## config.mk

```make
export PLATFORM = sky130hd
export DESIGN_NAME = dual_wheel_pid_speed_control
export DESIGN_NICKNAME = d
export VERILOG_FILES = /design/src/rtl/dwpid_pkg.sv /design/src/rtl/dwpid_cfg.sv /design/src/rtl/dual_wheel_pid_speed_control.sv
export SDC_FILE = /design/constraint.sdc
export NUM_CORES = 2
export LEC_CHECK = 0
export BUFFER_PORTS_ARGS = -buffer_cell sky130_fd_sc_hd__buf_2
export CAP_MARGIN = 20
export CORE_ASPECT_RATIO = 1.1
export CORE_MARGIN = 2
export CORE_UTILIZATION = 60
export CTS_CLUSTER_SIZE = 30
export DETAILED_ROUTE_END_ITERATION = 8
export PLACE_DENSITY_LB_ADDON = 0.25
export SLEW_MARGIN = 20
export SYNTH_ARGS = -nofsm -noshare
export SYNTH_HDL_FRONTEND = slang
export SYNTH_SLANG_ARGS = --single-unit
```

## constraint.sdc

```tcl
create_clock -name clk -period 8.88 [get_ports clk]
set_clock_uncertainty 0.1 [all_clocks]
set_input_delay 1.776 -clock clk [delete_from_list [all_inputs] [get_ports clk]]
set_output_delay 1.776 -clock clk [all_outputs]
set_load 0.05 [all_outputs]
```

## src/rtl/dwpid_pkg.sv

```systemverilog
// Package for the dual-wheel PID speed controller.
// Holds the configuration register type, register indexes and the fixed constants.
// No dependencies.
`timescale 1ns / 1ps
`default_nettype none

package dwpid_pkg;

    localparam int CFG_ADDR_BITS = 3;
    localparam int CFG_DATA_BITS = 8;

    // Register indexes
    localparam logic [CFG_ADDR_BITS-1:0] REG_LEFT_TARGET  = 3'd0;
    localparam logic [CFG_ADDR_BITS-1:0] REG_RIGHT_TARGET = 3'd1;
    localparam logic [CFG_ADDR_BITS-1:0] REG_GAIN_PROP    = 3'd2;
    localparam logic [CFG_ADDR_BITS-1:0] REG_GAIN_INTEG   = 3'd3;
    localparam logic [CFG_ADDR_BITS-1:0] REG_GAIN_DERIV   = 3'd4;

    localparam logic [7:0] GAIN_PROP_RST  = 8'd12;
    localparam logic [7:0] GAIN_INTEG_RST = 8'd6;
    localparam logic [7:0] GAIN_DERIV_RST = 8'd1;

    // Widest count the pulse field is widened to before the low bits are taken
    localparam int PULSE_FIELD_BITS = 16;
    localparam int COUNT_MAX_BITS   = 24;

    // Feedforward and duty mapping
    localparam int FF_BITS     = 12;
    localparam int FF_LOW      = 7;
    localparam int FF_HIGH     = 80;
    localparam int FF_SLOPE    = 7;
    localparam int FF_OFFSET   = 53;
    localparam int DRIVE_SCALE = 10;
    localparam int SAT_LEVEL   = 10000;
    localparam int SAT_DUTY    = 8000;
    localparam int REV_MAX     = 65535;

    localparam int FWD_DUTY_BITS = 14;
    localparam int REV_DUTY_BITS = 16;

    typedef struct packed {
        logic signed [7:0] left_target;
        logic signed [7:0] right_target;
        logic [7:0]        kp;
        logic [7:0]        ki;
        logic [7:0]        kd;
    } cfg_t;

endpackage

`default_nettype wire

```

## src/rtl/dwpid_cfg.sv

```systemverilog
// Configuration register file for the dual-wheel PID speed controller.
// Depends on dwpid_pkg for the register type, indexes and reset values.
`timescale 1ns / 1ps
`default_nettype none

module dwpid_cfg
    import dwpid_pkg::*;
(
    input  wire logic                     clk,
    input  wire logic                     rst_n,
    input  wire logic                     cfg_we,
    input  wire logic [CFG_ADDR_BITS-1:0] cfg_addr,
    input  wire logic [CFG_DATA_BITS-1:0] cfg_wdata,
    output cfg_t                          cfg
);

    cfg_t cfg_reg;
    cfg_t cfg_next;

    always_comb
    begin
        cfg_next = cfg_reg;
        if (cfg_we)
        begin
            case (cfg_addr)
                REG_LEFT_TARGET:  cfg_next.left_target  = $signed(cfg_wdata);
                REG_RIGHT_TARGET: cfg_next.right_target = $signed(cfg_wdata);
                REG_GAIN_PROP:    cfg_next.kp           = cfg_wdata;
                REG_GAIN_INTEG:   cfg_next.ki           = cfg_wdata;
                REG_GAIN_DERIV:   cfg_next.kd           = cfg_wdata;
                default:          cfg_next              = cfg_reg; // drop unknown index
            endcase
        end
    end

    always_ff @(posedge clk or negedge rst_n)
    begin
        if (!rst_n)
        begin
            cfg_reg.left_target  <= '0;
            cfg_reg.right_target <= '0;
            cfg_reg.kp           <= GAIN_PROP_RST;
            cfg_reg.ki           <= GAIN_INTEG_RST;
            cfg_reg.kd           <= GAIN_DERIV_RST;
        end
        else
        begin
            cfg_reg <= cfg_next;
        end
    end

    assign cfg = cfg_reg;

endmodule

`default_nettype wire

```

## src/rtl/dual_wheel_pid_speed_control.sv

```systemverilog
// Dual-wheel PID speed controller: incremental-form PID terms plus feedforward.
// Depends on dwpid_pkg and dwpid_cfg.
//
// Each accepted transaction is one sample tick; ticks alternate left wheel (first
// after reset) and right wheel. The block takes one transaction per clock while
// the output is not stalled and presents one result per transaction. The
// datapath is a five-register pipeline: input, error update, gain products,
// term sum, duty mapping. A wheel's error history is updated in the error
// stage, so each tick sees the history of its wheel's previous tick at full
// rate. Backpressure on the output stalls a stage only when that stage is full
// and the stage after it cannot load. Configuration is written through a plain
// write port and should change only while no transaction is in flight.
`timescale 1ns / 1ps
`default_nettype none

module dual_wheel_pid_speed_control
    import dwpid_pkg::*;
#(
    parameter int COUNT_BITS = 16
)
(
    input  wire logic                     clk,
    input  wire logic                     rst_n,
    input  wire logic                     s_axis_tvalid,
    output logic                          s_axis_tready,
    input  wire logic [23:0]              s_axis_tdata,  // [15:0] pulse_count, [16] direction_level
    output logic                          m_axis_tvalid,
    input  wire logic                     m_axis_tready,
    output logic [31:0]                   m_axis_tdata,  // [13:0] forward_duty, [29:14] reverse_duty
    output logic                          m_axis_tuser,  // [0] wheel_served
    input  wire logic                     cfg_we,
    input  wire logic [CFG_ADDR_BITS-1:0] cfg_addr,
    input  wire logic [CFG_DATA_BITS-1:0] cfg_wdata
);

    localparam int EW  = COUNT_BITS + 2;   // error
    localparam int D1W = COUNT_BITS + 3;   // first difference
    localparam int D2W = COUNT_BITS + 4;   // second difference
    localparam int PW  = D2W + 9;          // gain product
    localparam int SW  = PW + 2;           // sum of terms
    localparam int VW  = SW + 4;           // scaled drive

    cfg_t cfg;

    dwpid_cfg u_cfg (
        .clk       (clk),
        .rst_n     (rst_n),
        .cfg_we    (cfg_we),
        .cfg_addr  (cfg_addr),
        .cfg_wdata (cfg_wdata),
        .cfg       (cfg)
    );

    // Stage enables: a stage loads when it is empty or the one after it loads
    logic en_out, en4, en3, en2, en1;
    logic v1_reg, v2_reg, v3_reg, v4_reg, vo_reg;

    assign en_out = !vo_reg || m_axis_tready;
    assign en4    = !v4_reg || en_out;
    assign en3    = !v3_reg || en4;
    assign en2    = !v2_reg || en3;
    assign en1    = !v1_reg || en2;

    assign s_axis_tready = en1;

    logic in_xfer;
    assign in_xfer = s_axis_tvalid && s_axis_tready;

    // Stage 1: input register
    logic                          serving_right_reg;
    logic [PULSE_FIELD_BITS-1:0]   s1_pulse_reg;
    logic                          s1_level_reg;
    logic                          s1_wheel_reg;

    // Error history
    logic signed [EW-1:0] left_e1_reg, left_e2_reg, right_e1_reg, right_e2_reg;

    // Stage 1 combinational: speed, error, differences, feedforward
    logic [COUNT_MAX_BITS-1:0] cnt_ext;
    logic [COUNT_BITS-1:0]     count;
    logic                      fwd;
    logic signed [COUNT_BITS:0] speed;
    logic signed [7:0]         target;
    logic signed [EW-1:0]      e0, e1, e2;
    logic signed [D1W-1:0]     d1;
    logic signed [D2W-1:0]     d2;
    logic signed [FF_BITS-1:0] ff_base, ff;
    logic                      tgt_low;

    always_comb
    begin
        cnt_ext = COUNT_MAX_BITS'(s1_pulse_reg);
        count   = cnt_ext[COUNT_BITS-1:0];
        fwd     = s1_wheel_reg ? !s1_level_reg : s1_level_reg;
        speed   = fwd ? $signed({1'b0, count}) : -$signed({1'b0, count});
        target  = s1_wheel_reg ? cfg.right_target : cfg.left_target;
        e1      = s1_wheel_reg ? right_e1_reg : left_e1_reg;
        e2      = s1_wheel_reg ? right_e2_reg : left_e2_reg;
        e0      = EW'(target) - EW'(speed);
        d1      = D1W'(e0) - D1W'(e1);
        d2      = D2W'(e0) - (D2W'(e1) <<< 1) + D2W'(e2);
        ff_base = FF_BITS'(target) * FF_BITS'(FF_SLOPE);
        if (target >= FF_LOW && target <= FF_HIGH)
            ff = ff_base + FF_BITS'(FF_OFFSET);
        else if (target >= -FF_HIGH && target <= -FF_LOW)
            ff = ff_base - FF_BITS'(FF_OFFSET);
        else
            ff = '0;
        tgt_low = target < FF_LOW;
    end

    // Stage 2 registers
    logic signed [D1W-1:0]     s2_d1_reg;
    logic signed [D2W-1:0]     s2_d2_reg;
    logic signed [EW-1:0]      s2_e0_reg;
    logic signed [FF_BITS-1:0] s2_ff_reg;
    logic                      s2_low_reg;
    logic                      s2_wheel_reg;

    // Stage 3: gain products
    logic signed [PW-1:0] p_next, i_next, d_next;
    logic signed [PW-1:0] s3_p_reg, s3_i_reg, s3_d_reg;
    logic signed [FF_BITS-1:0] s3_ff_reg;
    logic                 s3_low_reg;
    logic                 s3_wheel_reg;

    always_comb
    begin
        p_next = PW'($signed({1'b0, cfg.kp})) * PW'(s2_d1_reg);
        i_next = PW'($signed({1'b0, cfg.ki})) * PW'(s2_e0_reg);
        d_next = PW'($signed({1'b0, cfg.kd})) * PW'(s2_d2_reg);
    end

    // Stage 4: sum of terms
    logic signed [SW-1:0] sum_next, s4_sum_reg;
    logic                 s4_low_reg;
    logic                 s4_wheel_reg;

    assign sum_next = SW'(s3_p_reg) + SW'(s3_i_reg) + SW'(s3_d_reg) + SW'(s3_ff_reg);

    // Output stage: scale and map to duties
    logic signed [VW-1:0]       v, mag;
    logic [FWD_DUTY_BITS-1:0]   fduty_next, fduty_reg;
    logic [REV_DUTY_BITS-1:0]   rduty_next, rduty_reg;
    logic                       wheel_out_reg;

    always_comb
    begin
        v          = VW'(s4_sum_reg) * VW'(DRIVE_SCALE);
        mag        = -v;
        fduty_next = '0;
        rduty_next = '0;
        if (v >= VW'(SAT_LEVEL))
            fduty_next = FWD_DUTY_BITS'(SAT_DUTY);
        else if (v < 0)
        begin
            if (s4_low_reg)
            begin
                if (mag > VW'(REV_MAX))
                    rduty_next = REV_DUTY_BITS'(REV_MAX);
                else
                    rduty_next = mag[REV_DUTY_BITS-1:0];
            end
        end
        else
            fduty_next = v[FWD_DUTY_BITS-1:0];
    end

    // Control state
    always_ff @(posedge clk or negedge rst_n)
    begin
        if (!rst_n)
        begin
            v1_reg            <= 1'b0;
            v2_reg            <= 1'b0;
            v3_reg            <= 1'b0;
            v4_reg            <= 1'b0;
            vo_reg            <= 1'b0;
            serving_right_reg <= 1'b0;
            left_e1_reg       <= '0;
            left_e2_reg       <= '0;
            right_e1_reg      <= '0;
            right_e2_reg      <= '0;
        end
        else
        begin
            if (en1)
                v1_reg <= s_axis_tvalid;
            if (en2)
                v2_reg <= v1_reg;
            if (en3)
                v3_reg <= v2_reg;
            if (en4)
                v4_reg <= v3_reg;
            if (en_out)
                vo_reg <= v4_reg;
            if (in_xfer)
                serving_right_reg <= !serving_right_reg;
            // Advance the served wheel's error history as its tick leaves stage 1
            if (v1_reg && en2)
            begin
                if (s1_wheel_reg)
                begin
                    right_e2_reg <= right_e1_reg;
                    right_e1_reg <= e0;
                end
                else
                begin
                    left_e2_reg <= left_e1_reg;
                    left_e1_reg <= e0;
                end
            end
        end
    end

    // Payload registers
    always_ff @(posedge clk)
    begin
        if (en1)
        begin
            s1_pulse_reg <= s_axis_tdata[PULSE_FIELD_BITS-1:0];
            s1_level_reg <= s_axis_tdata[PULSE_FIELD_BITS];
            s1_wheel_reg <= serving_right_reg;
        end
        if (en2)
        begin
            s2_d1_reg    <= d1;
            s2_d2_reg    <= d2;
            s2_e0_reg    <= e0;
            s2_ff_reg    <= ff;
            s2_low_reg   <= tgt_low;
            s2_wheel_reg <= s1_wheel_reg;
        end
        if (en3)
        begin
            s3_p_reg     <= p_next;
            s3_i_reg     <= i_next;
            s3_d_reg     <= d_next;
            s3_ff_reg    <= s2_ff_reg;
            s3_low_reg   <= s2_low_reg;
            s3_wheel_reg <= s2_wheel_reg;
        end
        if (en4)
        begin
            s4_sum_reg   <= sum_next;
            s4_low_reg   <= s3_low_reg;
            s4_wheel_reg <= s3_wheel_reg;
        end
        if (en_out)
        begin
            fduty_reg     <= fduty_next;
            rduty_reg     <= rduty_next;
            wheel_out_reg <= s4_wheel_reg;
        end
    end

    assign m_axis_tvalid = vo_reg;
    assign m_axis_tdata  = {2'b00, rduty_reg, fduty_reg};
    assign m_axis_tuser  = wheel_out_reg;

`ifndef SYNTHESIS
    a_fwd_range: assert property (@(posedge clk) disable iff (!rst_n)
        m_axis_tvalid |-> (m_axis_tdata[13:0] < 14'd10000))
        else $error("forward duty out of range");

    a_one_channel: assert property (@(posedge clk) disable iff (!rst_n)
        m_axis_tvalid |-> (m_axis_tdata[13:0] == '0 || m_axis_tdata[29:14] == '0))
        else $error("both drive channels active");

    a_wheel_toggle: assert property (@(posedge clk) disable iff (!rst_n)
        in_xfer |=> (serving_right_reg != $past(serving_right_reg)))
        else $error("served wheel did not alternate");

    a_hist_alt: assert property (@(posedge clk) disable iff (!rst_n)
        (v1_reg && en2 && v2_reg && en3) |=> (s2_wheel_reg != $past(s2_wheel_reg)))
        else $error("consecutive ticks served the same wheel");
`endif

endmodule

`default_nettype wire
```

======== Yosys cells after proc, flatten, opt, wreduce, memory -nomap -nowiden ========
Cells that the tools add are included.
cells by class
  add/subtract/negate cells ............... 11
  multipliers ............................. 5
  div/mod/pow operators ................... 0
  $lt $le $gt $ge ......................... 8
  equal/unequal tests ..................... 4
  shift-type cells ........................ 0
  mux-type cells .......................... 9
  bitwise gates (word level) .............. 3
  reductions and logical operators ........ 26
operators by type and width
  operator                 count
  $mux W18                 2
  $ge A35 B15 Y1 const B   1
  $gt A35 B17 Y1 const B   1
  $lt A35 B1 Y1 const B    1
  $neg A35 Y35             1
  $mul A31 B4 Y34 const B  1
  $add A30 B12 Y31         1
  $add A29 B29 Y30         1
  $add A28 B27 Y29         1
  $mul A9 B20 Y29          1
  $mul A9 B19 Y28          1
  $mul A9 B18 Y27          1
  $mux W12                 2
  $add A20 B18 Y20         1
  $sub A18 B19 Y20         1
  $sub A18 B18 Y19         1
  $sub A8 B17 Y18          1
  $mux W17                 1
  $neg A16 Y17             1
  $mux W16                 1
  $reduce_and A2 Y1        7
  $mux W13                 1
  $add A12 B7 Y12 const B  1
  $mul A8 B4 Y12 const B   1
  18 further kinds         34
storage, ports and cells
  register bits after elaboration ......... 369
  latch bits .............................. 0
  RAM bits ................................ 0
  memory bits (read-only) ................. 0
  input bits .............................. 40
  output and inout port bits .............. 35
  logic and storage cells ................. 103
  memories ................................ 0

======== Depth between registers and ports, before layout ========
  depth after elaboration ................. 7
  mapped depth ............................ 26
  mapped depth without buffers ............ 25

======== Hierarchy ========
Synthesis repeated with hierarchy kept, for this count alone.
second synthesis, totals
  cells, all modules ...................... 3686
  area total of the unflattened synthesis .. 38047.7 µm²
modules (own cells, without submodules)
  module                        times used  cells each  area each (µm²)  sequential area each (µm²)
  dual_wheel_pid_speed_control  1           3598        36512.5          9459.1
  dwpid_cfg                     1           88          1535.2           1007.2

======== Worst setup path before layout ========
OpenSTA, ideal clock, no wires.
  kind .................................... in2out
  start point ............................. in m_axis_tready
  end point ............................... out s_axis_tready
  data arrival time ....................... 5.117 ns
  data required time ...................... 7.004 ns
  path slack .............................. 1.887 ns
  cell stages on the path ................. 4
  path buffers ............................ 0
  cells stage by stage .................... nor2b_1 > nand4_1 > inv_1 > nand2_1
between the ends
  longest elaborated chain between the ends .. 5
RTL lines
  item                line                                RTL
  start, declared     dual_wheel_pid_speed_control.sv:28  input wire logic m_axis_tready,
  $logic_or A1 B1 Y1  dual_wheel_pid_speed_control.sv:58  assign en_out = !vo_reg || m_axis_tready;
  $logic_or A1 B1 Y1  dual_wheel_pid_speed_control.sv:59  assign en4 = !v4_reg || en_out;
  $logic_or A1 B1 Y1  dual_wheel_pid_speed_control.sv:60  assign en3 = !v3_reg || en4;
  $logic_or A1 B1 Y1  dual_wheel_pid_speed_control.sv:61  assign en2 = !v2_reg || en3;
  net en2             dual_wheel_pid_speed_control.sv:55  logic en_out, en4, en3, en2, en1;
  $logic_or A1 B1 Y1  dual_wheel_pid_speed_control.sv:62  assign en1 = !v1_reg || en2;
  end, declared       dual_wheel_pid_speed_control.sv:25  output logic s_axis_tready,
The timed path passes the listed nets, and every way through them passes these cells.

======== Worst setup path after layout ========
  start point ............................. reg s1_wheel_reg
  end point ............................... reg s2_d2_reg[19] (data pin)
between the ends
  longest elaborated chain between the ends .. 5
  elaborated cells between the ends (all ways) .. 8
  classes of those cells .................. add/sub (3); mux (5)
RTL lines
  item                    line                                 RTL
  start, declared         dual_wheel_pid_speed_control.sv:73   logic s1_wheel_reg;
  start signal, assigned  dual_wheel_pid_speed_control.sv:223  s1_wheel_reg <= serving_right_reg;
  $mux W1                 dual_wheel_pid_speed_control.sv:94   fwd = s1_wheel_reg ? !s1_level_reg : s1_level_reg;
  $mux W17                dual_wheel_pid_speed_control.sv:95   speed = fwd ? $signed({1'b0, count}) : -$signed({1'b0, count});
  $sub A8 B17 Y18 *       dual_wheel_pid_speed_control.sv:99   e0 = EW'(target) - EW'(speed);
  net e0[14]              dual_wheel_pid_speed_control.sv:84   logic signed [EW-1:0] e0, e1, e2;
  $sub A18 B19 Y20 *      dual_wheel_pid_speed_control.sv:101  d2 = D2W'(e0) - (D2W'(e1) <<< 1) + D2W'(e2);
  $add A20 B18 Y20 *      dual_wheel_pid_speed_control.sv:101
  net d2[19]              dual_wheel_pid_speed_control.sv:86   logic signed [D2W-1:0] d2;
  end signal, assigned    dual_wheel_pid_speed_control.sv:228  s2_d2_reg <= d2;
  end, declared           dual_wheel_pid_speed_control.sv:114  logic signed [D2W-1:0] s2_d2_reg;
The timed path passes the listed nets; every way through them passes the cells marked *.
A chain may end at the register's enable or synchronous reset.

==> reports/qor.yml <==
finish:
  nFillCells: 5119
  nets: 4605
  largest_register_ffs: 40
  area_growth_pct: 6.78
  fin_util_pct: 64.5
  diodes: 0
  design_area_um2: 40900
  drive_gt1_share_pct: 7.88
clock_tree:
  htree_levels: 2
  cts_tree: "done"
  numCtsBuffers: 42
  worstSkewPairLatency_ns: 0.60
  clockBufferDepth: 3
  post_cts_buffers: 0
  ctsHoldBuffers: 0
  cts_resized: 0
  path_clk_slew_ns: 0.06
  cts_sinks: 368
  root_buffer: "clkbuf_16"
floorplan:
  core-area_um2: 63400
  dieWidth_um: 245
  top_level_ports: 75
  dieArea_um2: 65900
  placementRows: 97
  die_h_um: 269
  start_util_pct: 60.4
placement:
  dpl_cell_area_um2: 39400
  io_buffer_count: 64
  place.gp.congestion: 0.852
  dp_hpwl_mm: 64.7
logic_synthesis:
  yosys_warnings: 0
  synth_ff_type: "edfxtp_1"
  yosysUniqueCellTypes: 99
  synth_edf_count: 250
  syn_area_um2: 38300
  ys_ff_latch: 368
  synthCells: 3738
  async_reset_ff_share_pct: 32.1
  synth.yosys.seq_area_share_pct: 27.3
  syn_avg_cell_area_um2: 10.2
detailed_routing:
  drt-total-wl_mm: 79.1
  drt_pass1_iterations: 5
  ant_nets: 0
  vias_per_cell: 5.61
  wl_per_cell_um: 17.0
  vias: 26087
  post-route-drc-count: 0
  drtIter0Drc: 1173
hold_path:
  hp-class: "flop to flop"
  holdPathEnd: "s4_wheel_reg$_DFFE_PP_"
  holdCritStartpoint: "s3_wheel_reg$_DFFE_PP_"
  hold_path_depth: 0
grt:
  grt_pass1_wl_mm: 132
  grtUsageTotal_pct: 25.1
  grt_antenna_before_repair: 4
  grt_max_degree: 73
  grt_overflow: 0
  grt_pass1_vias: 27071
sta:
  max-slew-margin-rel_pct: 28.9
  worstMarginPinSlew_ns: 1.06
  hold_violations: 0
  setup_tns_ns: 0
  fmax_mhz: 142
  fin_crit_ns: 7.04
  rsz0062_at_grt: "false"
  whs_ns: 0.322
  setup_viol: 0
  fin_crit_sh_pct: 79.2
  slew_violations: 0
critical_path:
  cp-startpoint: "s1_wheel_reg$_DFFE_PN_"
  cp.required_ns: 9.08
  crit_fanout: 8
  cp.arrival_ns: 7.24
  path_class: "flop to flop"
  r2r_setup_slack_ns: 1.84
  worstReg2RegStart: "s1_wheel_reg$_DFFE_PN_"
  r2r_end: "s2_d2_reg[19]$_DFFE_PP_"
  r2r_cells: 23
  start_kind: "flop"
  worstSetupEndpointType: "flop"
status:
  status: "complete, no violations"
run:
  max-cap-violations: 0
## how the worst max path moves through the flow
stage,end,slack [ns],cells after the start
5_1_grt,s2_d2_reg[19]$_DFFE_PP_,1.32,23
6_report,s2_d2_reg[19]$_DFFE_PP_,1.84,23
2_1_floorplan,s_axis_tready,1.89,4
4_1_cts,s2_d2_reg[19]$_DFFE_PP_,1.87,23
3_5_place_dp,s2_d2_reg[19]$_DFFE_PP_,1.97,23
3_3_place_gp,s2_d2_reg[19]$_DFFE_PP_,1.99,23
## logic make-up after synthesis
| family | after synthesis | synth area share [%] |
|---|---|---|
| other | 1 | 0.00979 |
| XOR/XNOR | 210 | 4.80 |
| adder cells (fa/ha/maj) | 789 | 34.5 |
| AO/OA/AOI/OAI | 537 | 9.14 |
| multiplexers | 125 | 3.58 |
| flip-flops | 368 | 27.3 |
| AND/OR/NAND/NOR | 1022 | 13.8 |
| buffers and inverters | 686 | 6.84 |
## placed cells by master (no fill, tap or decap), types with 27 or more instances in the layout
cell type / n
xnor2_1: 139
o21a_1: 28
and2_1: 300
edfxtp_1: 250
o21ai_0: 125
nor2b_1: 28
ha_1: 343
nand3_1: 56
a21oi_1: 149
nor2_1: 131
xor2_1: 71
nor3_1: 54
mux2_2: 96
nand2_1: 313
mux2i_1: 29
dfrtp_1: 113
inv_1: 598
a21o_1: 46
fa_1: 446
clkbuf_16: 43
buf_2: 63
nand2b_1: 27
## cell usage after synthesis (19+ instances only)
cell type  count  share of area [%]
a21o_1        46               0.90
a21oi_1      149                1.9
and2_1       300                4.9
and3_1        20               0.33
clkbuf_1      68               0.67
dfrtp_1      113                7.4
edfxtp_1     250                 20
fa_1         446                 23
ha_1         343                 11
inv_1        599                5.9
mux2_2        96                2.8
mux2i_1       29               0.76
nand2_1      313                3.1
nand2b_1      27               0.44
nand3_1       58               0.76
nor2_1       131                1.3
nor2b_1       28               0.46
nor3_1        54               0.71
o21a_1        28               0.55
o21ai_0      125                1.6
o21bai_1      23               0.45
or3_1         19               0.31
xnor2_1      139                3.2
xor2_1        71                1.6
## layout make-up
| cell class | instances | area, um2 | area share (%) |
|---|---|---|---|
| repair buffers | 79 | 435 | 1.07 |
| clock buffers | 51 | 1140 | 2.78 |
| multi-input cells | 2686 | 25200 | 61.7 |
| well taps | 841 | 1050 | 2.57 |
| clock inverters | 26 | 315 | 0.771 |
| flip-flops and latches | 368 | 10500 | 25.6 |
| inverters | 599 | 2250 | 5.50 |
## layer usage
layer	part of all wire, %	global-route usage, %	vias up	routed length, um
li1	-	-	12401	-
met1	42	31.2	13087	33200
met2	52	46.4	478	40900
met3	4.1	2.92	121	3280
met4	2.2	6.64	0	1760
met5	0	0	-	0
## per-stage QoR
stage	setup WS, ns	instances
after floorplan	1.89	3740
after global placement	1.99	4573
after detailed placement	1.97	4573
after CTS	1.87	4650
after global routing	1.32	4650
final	1.84	4650
## critical path, stage by stage (launching register included)
cell and delay, ns:
edfxtp_1 0.68, mux2i_1 0.65, inv_1 0.29, fa_1 0.51
a21o_1 0.18, a21oi_1 0.20, o21ai_0 0.11, a21oi_1 0.27
o21bai_1 0.12, a211o_1 0.34, a2111oi_0 0.56, nor2_1 0.17
a21oi_1 0.19, o21ai_0 0.11, xnor2_1 0.30, inv_1 0.15
fa_1 0.47, ha_1 0.37, inv_1 0.07, a211oi_1 0.06
o21a_1 0.23, o21a_1 0.19, o41ai_1 0.30, xnor2_1 0.11
Power is not shown: default switching activity piles up to over one toggle a cycle in this logic, so the estimate is an artifact.
